==> config.mk <==
export PLATFORM = sky130hd
export DESIGN_NAME = accel_fifo_sample_deframer
export DESIGN_NICKNAME = d
export VERILOG_FILES = /design/src/rtl/core/afsd_pkg.sv /design/src/rtl/core/afsd_group.sv /design/src/rtl/core/accel_fifo_sample_deframer.sv
export SDC_FILE = /design/constraint.sdc
export NUM_CORES = 1
export LEC_CHECK = 0
export ABC_AREA = 0
export BUFFER_PORTS_ARGS = -buffer_cell sky130_fd_sc_hd__buf_2
export CORE_UTILIZATION = 48
export DETAILED_ROUTE_END_ITERATION = 10
export GPL_TIMING_DRIVEN = 1
export PLACE_DENSITY = 0.7
export SLEW_MARGIN = 20
export SYNTH_ARGS = -nofsm -noshare
export SYNTH_HDL_FRONTEND = slang
export SYNTH_SLANG_ARGS = --single-unit
export TNS_END_PERCENT = 30
==> constraint.sdc <==
create_clock -name clk -period 10.1 [get_ports clk]
set_clock_uncertainty 0.05 [all_clocks]
set_input_delay 0.505 -clock clk [delete_from_list [all_inputs] [get_ports clk]]
set_output_delay 0.505 -clock clk [all_outputs]
set_load 0.03 [all_outputs]
==> src/rtl/core/afsd_pkg.sv <==
// Shared types and constants for the accelerometer FIFO sample deframer.
// No dependencies; imported by afsd_group and accel_fifo_sample_deframer.
`default_nettype none

package afsd_pkg;

	localparam int unsigned BYTE_W = 8;
	localparam int unsigned VAL_W  = 14;
	localparam int unsigned TAG_W  = 2;

	// Tag carried in bits 15:14 of the x word.
	localparam logic [TAG_W-1:0] TAG_X = 2'd0;

	// Position of the next word within the sample group.
	typedef enum logic [1:0] {
		WIDX_X = 2'd0,
		WIDX_Y = 2'd1,
		WIDX_Z = 2'd2,
		WIDX_T = 2'd3
	} afsd_widx_t;

	typedef logic [BYTE_W-1:0]       afsd_byte_t;
	typedef logic signed [VAL_W-1:0] afsd_val_t;

	// One completed sample, valid for the cycle in which emit is high.
	typedef struct packed {
		logic      emit;
		afsd_val_t x;
		afsd_val_t y;
		afsd_val_t z;
		afsd_val_t t;
	} afsd_sample_t;

endpackage

`default_nettype wire

==> src/rtl/core/afsd_group.sv <==
// Byte pairing, x-tag alignment and sample grouping for the deframer.
// Depends on afsd_pkg.
`default_nettype none

module afsd_group import afsd_pkg::*; (
	input  wire logic         clk,
	input  wire logic         arst_n,
	input  wire logic         step,
	input  wire afsd_byte_t   byte_in,
	input  wire logic         temp_stored,
	output afsd_sample_t      sample
);

	logic        phase_q;
	logic        aligned_q;
	logic        aligned_d;
	afsd_widx_t  widx_q;
	afsd_widx_t  widx_d;
	afsd_byte_t  low_q;
	afsd_val_t   x_q;
	afsd_val_t   y_q;
	afsd_val_t   z_q;

	logic             word_done;
	logic [TAG_W-1:0] tag;
	afsd_val_t        val;

	assign word_done = step && phase_q;
	assign tag       = byte_in[BYTE_W-1 -: TAG_W];
	assign val       = afsd_val_t'({byte_in[BYTE_W-TAG_W-1:0], low_q});

	// Next state.
	always_comb begin
		widx_d    = widx_q;
		aligned_d = aligned_q;
		if (word_done) begin
			if (!aligned_q) begin
				if (tag == TAG_X) begin
					aligned_d = 1'b1;
					widx_d    = WIDX_Y;
				end
			end else begin
				unique case (widx_q)
					WIDX_X: widx_d = WIDX_Y;
					WIDX_Y: widx_d = WIDX_Z;
					WIDX_Z: widx_d = temp_stored ? WIDX_T : WIDX_X;
					WIDX_T: widx_d = WIDX_X;
					default: widx_d = WIDX_X;
				endcase
			end
		end
	end

	// Outputs.
	always_comb begin
		sample.emit = word_done && aligned_q &&
			((widx_q == WIDX_Z && !temp_stored) || widx_q == WIDX_T);
		sample.x = x_q;
		sample.y = y_q;
		sample.z = (widx_q == WIDX_Z) ? val : z_q;
		sample.t = (widx_q == WIDX_T) ? val : '0;
	end

	always_ff @(posedge clk or negedge arst_n) begin
		if (!arst_n) begin
			phase_q   <= 1'b0;
			aligned_q <= 1'b0;
			widx_q    <= WIDX_X;
		end else begin
			if (step) begin
				phase_q <= !phase_q;
			end
			aligned_q <= aligned_d;
			widx_q    <= widx_d;
		end
	end

	always_ff @(posedge clk) begin
		if (step && !phase_q) begin
			low_q <= byte_in;
		end
		if (word_done) begin
			if (!aligned_q) begin
				if (tag == TAG_X) begin
					x_q <= val;
				end
			end else begin
				unique case (widx_q)
					WIDX_X: x_q <= val;
					WIDX_Y: y_q <= val;
					WIDX_Z: z_q <= val;
					default: ;
				endcase
			end
		end
	end

endmodule

`default_nettype wire

==> src/rtl/core/accel_fifo_sample_deframer.sv <==
// Accelerometer FIFO sample deframer: one byte per cycle in, one x/y/z/temp sample out.
// Path: the last byte of a sample goes via the input register to the output register;
// it waits in the input register while a previous sample is still waiting to be taken.
// Throughput: one byte per cycle unless the output stalls; the input register and the
// output register let a new byte enter while a finished sample waits to be taken.
// Reset (arst_n low, asynchronous) clears alignment, byte phase and temp_stored.
// Depends on afsd_pkg and afsd_group.
`default_nettype none

module accel_fifo_sample_deframer import afsd_pkg::*; (
	input  wire logic       clk,
	input  wire logic       arst_n,
	input  wire logic       cfg_wr_en,
	input  wire logic       cfg_wr_data,
	input  wire logic       in_valid,
	output logic            in_ready,
	input  wire afsd_byte_t fifo_byte,
	output logic            out_valid,
	input  wire logic       out_ready,
	output afsd_val_t       accel_x,
	output afsd_val_t       accel_y,
	output afsd_val_t       accel_z,
	output afsd_val_t       temp_value
);

	logic         temp_stored_q;
	logic         valid_s1;
	afsd_byte_t   byte_s1;
	logic         advance;
	logic         out_valid_q;
	afsd_sample_t sample;

	assign advance   = valid_s1 && (!out_valid_q || out_ready);
	assign in_ready  = !valid_s1 || advance;
	assign out_valid = out_valid_q;

	afsd_group u_group (
		.clk         (clk),
		.arst_n      (arst_n),
		.step        (advance),
		.byte_in     (byte_s1),
		.temp_stored (temp_stored_q),
		.sample      (sample)
	);

	always_ff @(posedge clk or negedge arst_n) begin
		if (!arst_n) begin
			temp_stored_q <= 1'b0;
			valid_s1      <= 1'b0;
			out_valid_q   <= 1'b0;
		end else begin
			if (cfg_wr_en) begin
				temp_stored_q <= cfg_wr_data;
			end
			if (in_ready) begin
				valid_s1 <= in_valid;
			end
			if (advance && sample.emit) begin
				out_valid_q <= 1'b1;
			end else if (out_ready) begin
				out_valid_q <= 1'b0;
			end
		end
	end

	always_ff @(posedge clk) begin
		if (in_valid && in_ready) begin
			byte_s1 <= fifo_byte;
		end
		if (advance && sample.emit) begin
			accel_x    <= sample.x;
			accel_y    <= sample.y;
			accel_z    <= sample.z;
			temp_value <= sample.t;
		end
	end

	// An empty input stage must never hold off the upstream side.
	a_ready_when_empty: assert property (@(posedge clk) disable iff (!arst_n)
		!valid_s1 |-> in_ready)
		else $error("input stage empty but not ready");

	// An accepted byte always lands in the input stage.
	a_accept_loads: assert property (@(posedge clk) disable iff (!arst_n)
		in_valid && in_ready |=> valid_s1)
		else $error("accepted byte lost before the input stage");

	// A completed sample is presented on the next cycle.
	a_emit_shows: assert property (@(posedge clk) disable iff (!arst_n)
		advance && sample.emit |=> out_valid)
		else $error("completed sample not presented");

	// The input stage only advances into a free or draining output register.
	a_no_overwrite: assert property (@(posedge clk) disable iff (!arst_n)
		out_valid_q && !out_ready |-> !advance)
		else $error("output register overwritten while stalled");

endmodule

`default_nettype wire
# Yosys cells after proc, flatten, opt, wreduce, memory -nomap -nowiden
# Index checks and enable logic that the tools add are counted.
# Widths: inputs -> output; s select.
[totals]
in_bits = 14
word_cells = 54
register_bits = 121
[classes]
muxes = 12
n_eq_ne = 4
reduce_logical = 23
[ops]
columns = ["cell", "n"]
rows = [
  ["$mux 14", 4],
  ["$logic_and 1x1->1", 8],
  ["$pmux 2 s4", 1],
  ["$mux 2", 3],
  ["$reduce_and 3->1", 2],
  ["$eq 2x2->1 const B", 2],
  ["$logic_not 1->1", 4],
  ["$logic_not 2->1", 2],
  ["$mux 1", 4],
  ["$reduce_and 2->1", 2],
  ["$reduce_bool 2->1", 2],
  ["$logic_or 1x1->1", 3],
  ["$eq 2x1->1 const B", 1],
  ["$ne 2x2->1 const B", 1],
]

# Logic depth before layout (Yosys ltp)
# Gate-level depths: netlist of the first run.
[depth]
ltp_word = 8
ltp_mapped = 6
depth_no_buf = 3

# Hierarchy
# Synthesis of the first run repeated with hierarchy kept, for this count alone.
[hier_totals]
cells_unflattened = 183
area_unflattened_um2 = 4121.5
[by_module_without_submodules]
columns = ["mod", "n_inst", "cells_each", "area_per_inst_um2", "seq_area_each_um2"]
rows = [
  ["accel_fifo_sample_deframer", 1, 76, 2069.5, 1996.9],
  ["afsd_group", 1, 107, 2052.0, 1601.5],
]

# Worst setup path before layout of the first run
# No wires, ideal clock.
[synth_timing]
path_kind = "reg2reg"
from = "register out_valid_q (netlist: out_valid)"
to = "register accel_x[0] (enable)"
path_stages_with_launch = 4
setup_ns = 0.470
setup_slack_ns = 6.335
required_ns = 9.580
n_path_buf = 0
arrival_time_ns = 3.245
period_less_slack_ns = 3.765
path_cell_list = "dfrtp_1 -> nand2b_1 -> nand4_1 -> nor2_1"
[synth_between]
elab_chain_cells = 7
[synth_rtl]
columns = ["item", "line_no", "text"]
rows = [
  ["start, declared", "accel_fifo_sample_deframer.sv:30", "logic out_valid_q;"],
  ["start signal, assigned", "accel_fifo_sample_deframer.sv:50", "out_valid_q <= 1'b0;"],
  ["start signal, assigned", "accel_fifo_sample_deframer.sv:59", "out_valid_q <= 1'b1;"],
  ["start signal, assigned", "accel_fifo_sample_deframer.sv:61", "out_valid_q <= 1'b0;"],
  ["$logic_not 1->1 (*)", "accel_fifo_sample_deframer.sv:33", "assign advance = valid_s1 && (!out_valid_q || out_ready);"],
  ["$logic_or 1x1->1 (*)", "accel_fifo_sample_deframer.sv:33", ""],
  ["$logic_and 1x1->1 (*)", "accel_fifo_sample_deframer.sv:33", ""],
  ["$logic_and 1x1->1", "afsd_group.sv:28", "assign word_done = step && phase_q;"],
  ["$logic_and 1x1->1 (2 in a row)", "afsd_group.sv:56", "sample.emit = word_done && aligned_q &&"],
  ["$logic_and 1x1->1 (*)", "accel_fifo_sample_deframer.sv:70", "if (advance && sample.emit) begin"],
  ["end signal, assigned", "accel_fifo_sample_deframer.sv:71", "accel_x <= sample.x;"],
  ["end, declared", "accel_fifo_sample_deframer.sv:20", "output afsd_val_t accel_x,"],
]
# Mark *: on every way between the ends. The rest lies on a longest branch, timed or not.
# A chain may end at the register's enable or synchronous reset.

# Final worst setup path of the first run
[layout_timing]
from = "register u_group.widx_q[1]"
to = "register temp_value[0] (enable)"
[layout_between]
elab_chain_cells = 5
elab_cells_between_ends = 6
cone_classes = "2 x eq/ne; 4 x reduce/logical"
[layout_rtl]
columns = ["item", "line_no", "text"]
rows = [
  ["start, declared", "afsd_group.sv:17", "afsd_widx_t widx_q;"],
  ["start signal, assigned", "afsd_group.sv:74", "widx_q <= widx_d;"],
  ["$eq 2x2->1", "afsd_group.sv:57", "((widx_q == WIDX_Z && !temp_stored) || widx_q == WIDX_T);"],
  ["$logic_and 1x1->1", "afsd_group.sv:57", ""],
  ["$logic_or 1x1->1 (*)", "afsd_group.sv:57", ""],
  ["$logic_and 1x1->1 (*)", "afsd_group.sv:56", ""],
  ["$logic_and 1x1->1 (*)", "accel_fifo_sample_deframer.sv:70", ""],
  ["end signal, assigned", "accel_fifo_sample_deframer.sv:74", "temp_value <= sample.t;"],
  ["end, declared", "accel_fifo_sample_deframer.sv:23", "output afsd_val_t temp_value"],
]
# Marked as above.

==> impl_metrics.py, run 1 <==
metrics = {
    "global_route": {
        "gr-total-overflow": 0,
        "grt_start_max_net_pins": 31,
        "grt_pass1_vias": 1967,
        "antenna_found_initial": 0,
        "grt_pass1_wl_mm": 10.3,
        "grt_usage_pct": 16.9,
    },
    "routing": {
        "drt_first_pass_iters": 4,
        "top_layer": "met4",
        "drt-met1-wl_mm": 2.80,
        "route.met2.wl_mm": 3.62,
        "vias": 1966,
        "routedWlPerCell_um": 17.5,
        "wl_met3_um": 388,
        "drt_iter0_markers": 131,
        "wl_mm": 6.90,
        "drc": 0,
        "viasPerCell": 4.98,
        "ant_nets": 0,
    },
    "critical_path": {
        "path_class": "reg2reg",
        "end_kind": "flop",
        "cp.arrival_ns": 2.74,
        "crit_fanout": 30,
        "worstPathRequired_ns": 10.21,
        "start_kind": "flop",
    },
    "sta": {
        "tightestPinTransition_ns": 0.756,
        "rsz0062_at_grt": "no",
        "min_period_over_period_pct": 26.0,
        "max_slew_margin_pct": 49.4,
        "setup_viol": 0,
        "slew_viol_final": 0,
        "fmax_ghz": 0.380,
        "min_period_ns": 2.63,
        "finalHoldViolations": 0,
        "tns_ns": 0,
    },
    "synthesis": {
        "synth_cell_types": 29,
        "synth_flop_cell": "edfxtp_1",
        "netlist_top_cells_count": "114 x edfxtp_1, 14 x and3_1, 9 x mux2_4",
        "synthAdderAreaFrac_pct": 0,
        "synth.top_cell.area_share_pct": 82.6,
        "muxShareOfSynthArea_pct": 4.62,
        "syn_inst": 192,
        "ys_async_sr_fraction_pct": 5.79,
        "synth_compound_area_share_pct": 1.54,
        "synth.area.top_cells": "edfxtp_1 83%, dfrtp_1 4.2%, mux2_4 3.3%",
        "synth_edf_count": 114,
        "ys_warn_count": 0,
        "synth_fp_nets": 206,
        "seq_area_frac_synth_pct": 86.8,
        "synth_area_leader_cell": "edfxtp_1",
        "synth_top_family_by_area": "simple AND/OR/NAND/NOR gates",
        "yosysMostFrequentCell": "edfxtp_1",
        "ys_ff_latch": 121,
        "synth-simple-area-share_pct": 4.95,
        "postSynthAreaPerCell_um2": 21.6,
        "netlist_area_um2": 4150,
        "synth_xor_area_share_pct": 0.211,
    },
    "clock_network": {
        "cts_tree": "done",
        "clock_latency_ns": 0.50,
        "cts_root_buf": "clkbuf_8",
        "clkSlewWorstSetupHoldPaths_ns": 0.06,
        "cts_sinks": 121,
        "postCtsSetupRepairBufs": 0,
        "numCtsBuffers": 17,
        "htreeDepth": 4,
        "cts_buffer_depth": 2,
    },
    "pwr": {
        "p_per_area_nw_per_um2": 315,
        "power.total_w": 0.00166,
        "power_switching_w": 0.000424,
        "p_leak_nw": 2.03,
        "pwr-share-seq_pct": 43.9,
        "swShare_pct": 25.5,
        "p_int_w": 0.00124,
        "ir_drop_v": 0.000163,
        "clockPowerShare_pct": 40.5,
        "combPwrFrac_pct": 15.6,
    },
    "die": {
        "rows": 33,
        "die-width_um": 94.9,
        "ios": 72,
        "start_util_pct": 50.0,
        "die_area_um2": 9010,
        "die_y_um": 94.9,
        "core_area_um2": 8300,
    },
    "layout": {
        "drive_above_1_share_pct": 41.7,
        "diodes": 0,
        "nFillCells": 549,
        "finalNonFillerCells": 395,
        "syn_to_final_growth_pct": 27.5,
        "multiInputGateArea_um2": 485,
        "postLayoutCoreUtil_pct": 63.7,
        "nets": 292,
        "seqCellArea_um2": 3600,
        "fin_area_um2": 5290,
    },
    "place": {
        "place_hpwl_mm": 4.32,
        "dp.cells": 362,
        "placed_cell_area_um2": 4600,
        "gp_congestion": 0.769,
        "portBuffers": 71,
    },
    "run_status": {
        "run_status": "complete, no violations",
    },
    "flow_run": {
        "cap_violations": 0,
    },
    "min_path": {
        "hold_class": "in2reg",
    },
}
[layout by cell type (no fill, tap or decap), types with 2 or more instances in the layout]
cell / n
edfxtp_1: 114
clkbuf_16: 16
bufinv_16: 7
clkinv_2: 2
dfrtp_1: 7
mux2_2: 5
inv_1: 4
clkinvlp_4: 2
clkinv_1: 2
mux2_4: 9
nand2_1: 6
o21ai_0: 3
nand2b_1: 3
and3_1: 14
nor2_1: 3
a31oi_1: 2
buf_4: 2
buf_2: 71
[worst paths after layout]
check / slack, ns / startpoint / endpoint / cells after the start
max in group asynchronous: 9.53 / arst_n / u_group.widx_q[1] / 2
min in group asynchronous: 0.32 / arst_n / u_group.aligned_q / 2
worst max-delay path: 7.47 / u_group.widx_q[1] / temp_value[0] / 3
worst min-delay path: 0.12 / fifo_byte[5] / byte_s1[5] / 1
worst max register to register: 7.47 / u_group.widx_q[1] / temp_value[0] / 3
worst min register to register: 0.36 / u_group.y_q[3] / accel_y[3] / 0
[registers in the layout (all words and copies together) (netlist names)]
register,flops
out_valid,1
accel_x,14
u_group.widx_q,2
temp_value,14
u_group.phase_q,1
u_group.aligned_q,1
u_group.x_q,14
u_group.low_q,8
u_group.y_q,14
valid_s1,1
byte_s1,8
accel_y,14
accel_z,14
u_group.z_q,14
temp_stored_q,1
[cells by family (layout without fill, tap and decap cells)]
group / after synthesis / after routing
xor gates and xnor gates: 1 / 1
AOI/OAI and AO/OA: 9 / 9
DFF: 121 / 121
muxes: 14 / 14
buffers and inverters: 12 / 110
and+or+nand+nor: 35 / 35
[power groups by stage]
| stage | Sequential, W | Clock (W) | Combinational, W |
|---|---|---|---|
| 4_1_cts | 0.000732 | 0.000682 | 0.000261 |
| 6_report | 0.000731 | 0.000673 | 0.000259 |
| 5_1_grt | 0.000741 | 0.000702 | 0.000278 |
| 2_1_floorplan | 0.000771 | 0 | 0.000162 |
| 3_3_place_gp | 0.000734 | 0 | 0.000252 |
| 3_5_place_dp | 0.000740 | 0 | 0.000258 |
[critical path: stages (launching register included)]
cell and delay [ns]:
dfrtp_1 0.74, o21ai_0 0.34, nor2_4 0.66, buf_4 0.47
[layer usage]
metal	global-route usage, %	up-vias
li1	-	925
met1	20.4	955
met2	26.6	78
met3	6.92	8
met4	7.70	0
met5	0	-
[what timing repair did]
| action | in CTS | in global routing |
|---|---|---|
| gates resized for setup | 0 | 0 |
| hold endpoints to repair | 7 | 0 |
| hold buffers | 1 | 0 |
[stage by stage]
stage                     setup slack (ns)  hold WS, ns
after floorplan                       6.34        0.159
final                                 7.47        0.122
after CTS                             7.47        0.104
after global placement                7.55        0.299
after global routing                  7.25       0.0977
after detailed placement              7.45        0.305
[cell type report]
cell class | count | share of cell area (%)
timing repair buffer | 75 | 7.41
sequential | 121 | 68.1
inverter | 4 | 0.284
multi-input combinational | 59 | 9.18
tap | 105 | 2.48
clock buffer | 17 | 7.83
clock inverter | 14 | 4.76
Note: power is estimated with default switching activity, not from simulation.
==> inputs of run 2 (changes only) <==
==> constraint.sdc (replaced) <==
create_clock -name clk -period 2.5 [get_ports clk]
set_clock_uncertainty 0.05 [all_clocks]
set_input_delay 0.125 -clock clk [delete_from_list [all_inputs] [get_ports clk]]
set_output_delay 0.125 -clock clk [all_outputs]
set_load 0.03 [all_outputs]
==> run 2 against run 1 <==
  * Routed wire length about the same
  * Hold slack got worse by 0.10 ns
  * Critical path type unchanged
  * Via count is 5.5% higher
  * Highest routed layer unchanged
  * Clock power increased to 3.4 times the previous value
==> impl_metrics.py, run 2 (same netlist as run 1, synthesis figures left out) <==
metrics = {
    "global_route": {
        "grt_start_max_net_pins": 37,
        "grt_usage_pct": 16.8,
        "gr-total-overflow": 0,
        "grt_pass1_wl_mm": 10.4,
        "antenna_found_initial": 0,
        "grt_pass1_vias": 2030,
    },
    "layout": {
        "finalNonFillerCells": 411,
        "diodes": 0,
        "postLayoutCoreUtil_pct": 64.4,
        "nFillCells": 578,
        "final_common_cell": "edfxtp_1",
        "drive_above_1_share_pct": 40.8,
        "final_cell_mix": "114 x edfxtp_1, 71 x buf_2, 16 x clkbuf_16",
        "nets": 308,
        "syn_to_final_growth_pct": 28.9,
    },
    "sta": {
        "rsz0062_at_grt": "no",
        "tns_ns": 0,
        "min_period_over_period_pct": 77.0,
        "fmax_ghz": 0.519,
        "slew_viol_final": 0,
        "holdWs_ns": 0.0199,
        "max_slew_margin_pct": 58.5,
        "min_period_ns": 1.93,
        "setup_viol": 0,
        "finalHoldViolations": 0,
        "tightestPinTransition_ns": 0.620,
    },
    "critical_path": {
        "max_stage_delay_ns": 0.66,
        "cp_slowest_cell": "dfrtp_1",
        "start_kind": "flop",
        "r2r_start": "u_group.widx_q[0]",
        "end_kind": "flop",
        "cp.arrival_ns": 2.02,
        "worstPathRequired_ns": 2.59,
        "path_buf_inv": 1,
        "crit_chain": "o21ai_0 > nor2_4 > buf_4",
        "crit_fanout": 36,
        "path_class": "reg2reg",
        "path_delay_family": "flip-flops",
        "critPathLaunch": "u_group.widx_q[0]",
    },
    "die": {
        "ios": 72,
        "core_area_um2": 8300,
        "die_y_um": 94.9,
        "rows": 33,
        "die_area_um2": 9010,
        "start_util_pct": 50.0,
        "die-width_um": 94.9,
    },
    "place": {
        "portBuffers": 71,
        "gp_congestion": 0.826,
        "dp.cells": 366,
        "place_hpwl_mm": 4.31,
    },
    "clock_network": {
        "ctsResizeCount": 0,
        "htreeDepth": 4,
        "clock_latency_ns": 0.51,
        "numCtsBuffers": 17,
        "cts_root_buf": "clkbuf_8",
        "clkSlewWorstSetupHoldPaths_ns": 0.05,
        "cts_buffer_depth": 2,
        "cts_tree": "done",
        "cts_sinks": 121,
    },
    "routing": {
        "drt_iter0_markers": 63,
        "routedWlPerCell_um": 16.8,
        "ant_nets": 0,
        "vias": 2074,
        "viasPerCell": 5.05,
        "drt_first_pass_iters": 4,
        "drc": 0,
        "wl_mm": 6.90,
    },
    "run_status": {
        "run_status": "complete, no violations",
    },
    "pwr": {
        "p_per_area_nw_per_um2": 1190,
        "p_leak_nw": 2.05,
        "ir_drop_v": 0.000576,
        "power.total_w": 0.00636,
    },
    "min_path": {
        "hold_class": "in2reg",
        "hp-start": "out_ready",
    },
    "flow_run": {
        "cap_violations": 0,
    },
}
-- run 2: cell types whose count changed in the layout (fill, tap and decap cells not counted) --
cell / change
dlygate4sd3_1: +13
buf_4: +4
bufinv_16: -4
clkinv_2: +3
clkinv_1: -2
clkinv_4: +2
buf_6: -1
clkbuf_1: +1
clkinvlp_4: +1
inv_6: -1
-- run 2: metal layers --
layer	global-route usage (%)	wire length (µm)
met1	20.5	2840
met2	26.0	3480
met3	5.56	442
met4	10.4	129
met5	0	0
-- run 2: metrics by stage --
step	worst slack (ns)	cell area, µm²
6_report	0.574	5340
4_1_cts	0.590	5340
5_1_grt	0.473	5340
3_3_place_gp	0.695	4630
2_1_floorplan	0.239	4150
3_5_place_dp	0.606	4630
-- run 2: worst reg2reg max path, delay by kind of cell, from the launching register on --
family                 cells  cell delay, ns
AO/OA/AOI/OAI              1            0.29
flip-flops                 1            0.66
buffers and inverters      1            0.41
AND/OR/NAND/NOR            1            0.14
-- run 2: path summary, 6_finish.rpt --
kind,endpoint,slack [ns],cells after the start
worst max-delay path,accel_z[6],0.57,3
worst min-delay path,out_valid,0.02,3
worst max register to register,accel_z[6],0.57,3
worst min register to register,accel_y[12],0.36,0
max in group asynchronous,u_group.widx_q[0],1.64,3
min in group asynchronous,temp_stored_q,0.51,3
-- run 2: timing repair --
item                                    in CTS  in global routing
endpoints found under the setup margin       0                  0
hold endpoints to repair                    17                  0
setup buffers                                0                  0
hold buffers                                14                  0
-- run 2: final cells by class --
type                            count  area (µm²)  area share [%]
Inverter                            4        15.0           0.281
Timing Repair Buffer               91         541            10.1
Sequential cell                   121        3600            67.3
Multi-Input combinational cell     59         485            9.08
Clock inverter                     13         155            2.90
Tap cell                          105         131            2.46
Clock buffer                       18         418            7.82
-- run 2: power breakdown --
part	internal (W)	switching [W]	total [W]
Clock	0.00150	0.000816	0.00232
Sequential	0.00273	0.000195	0.00293
Combinational	0.000396	0.000714	0.00111
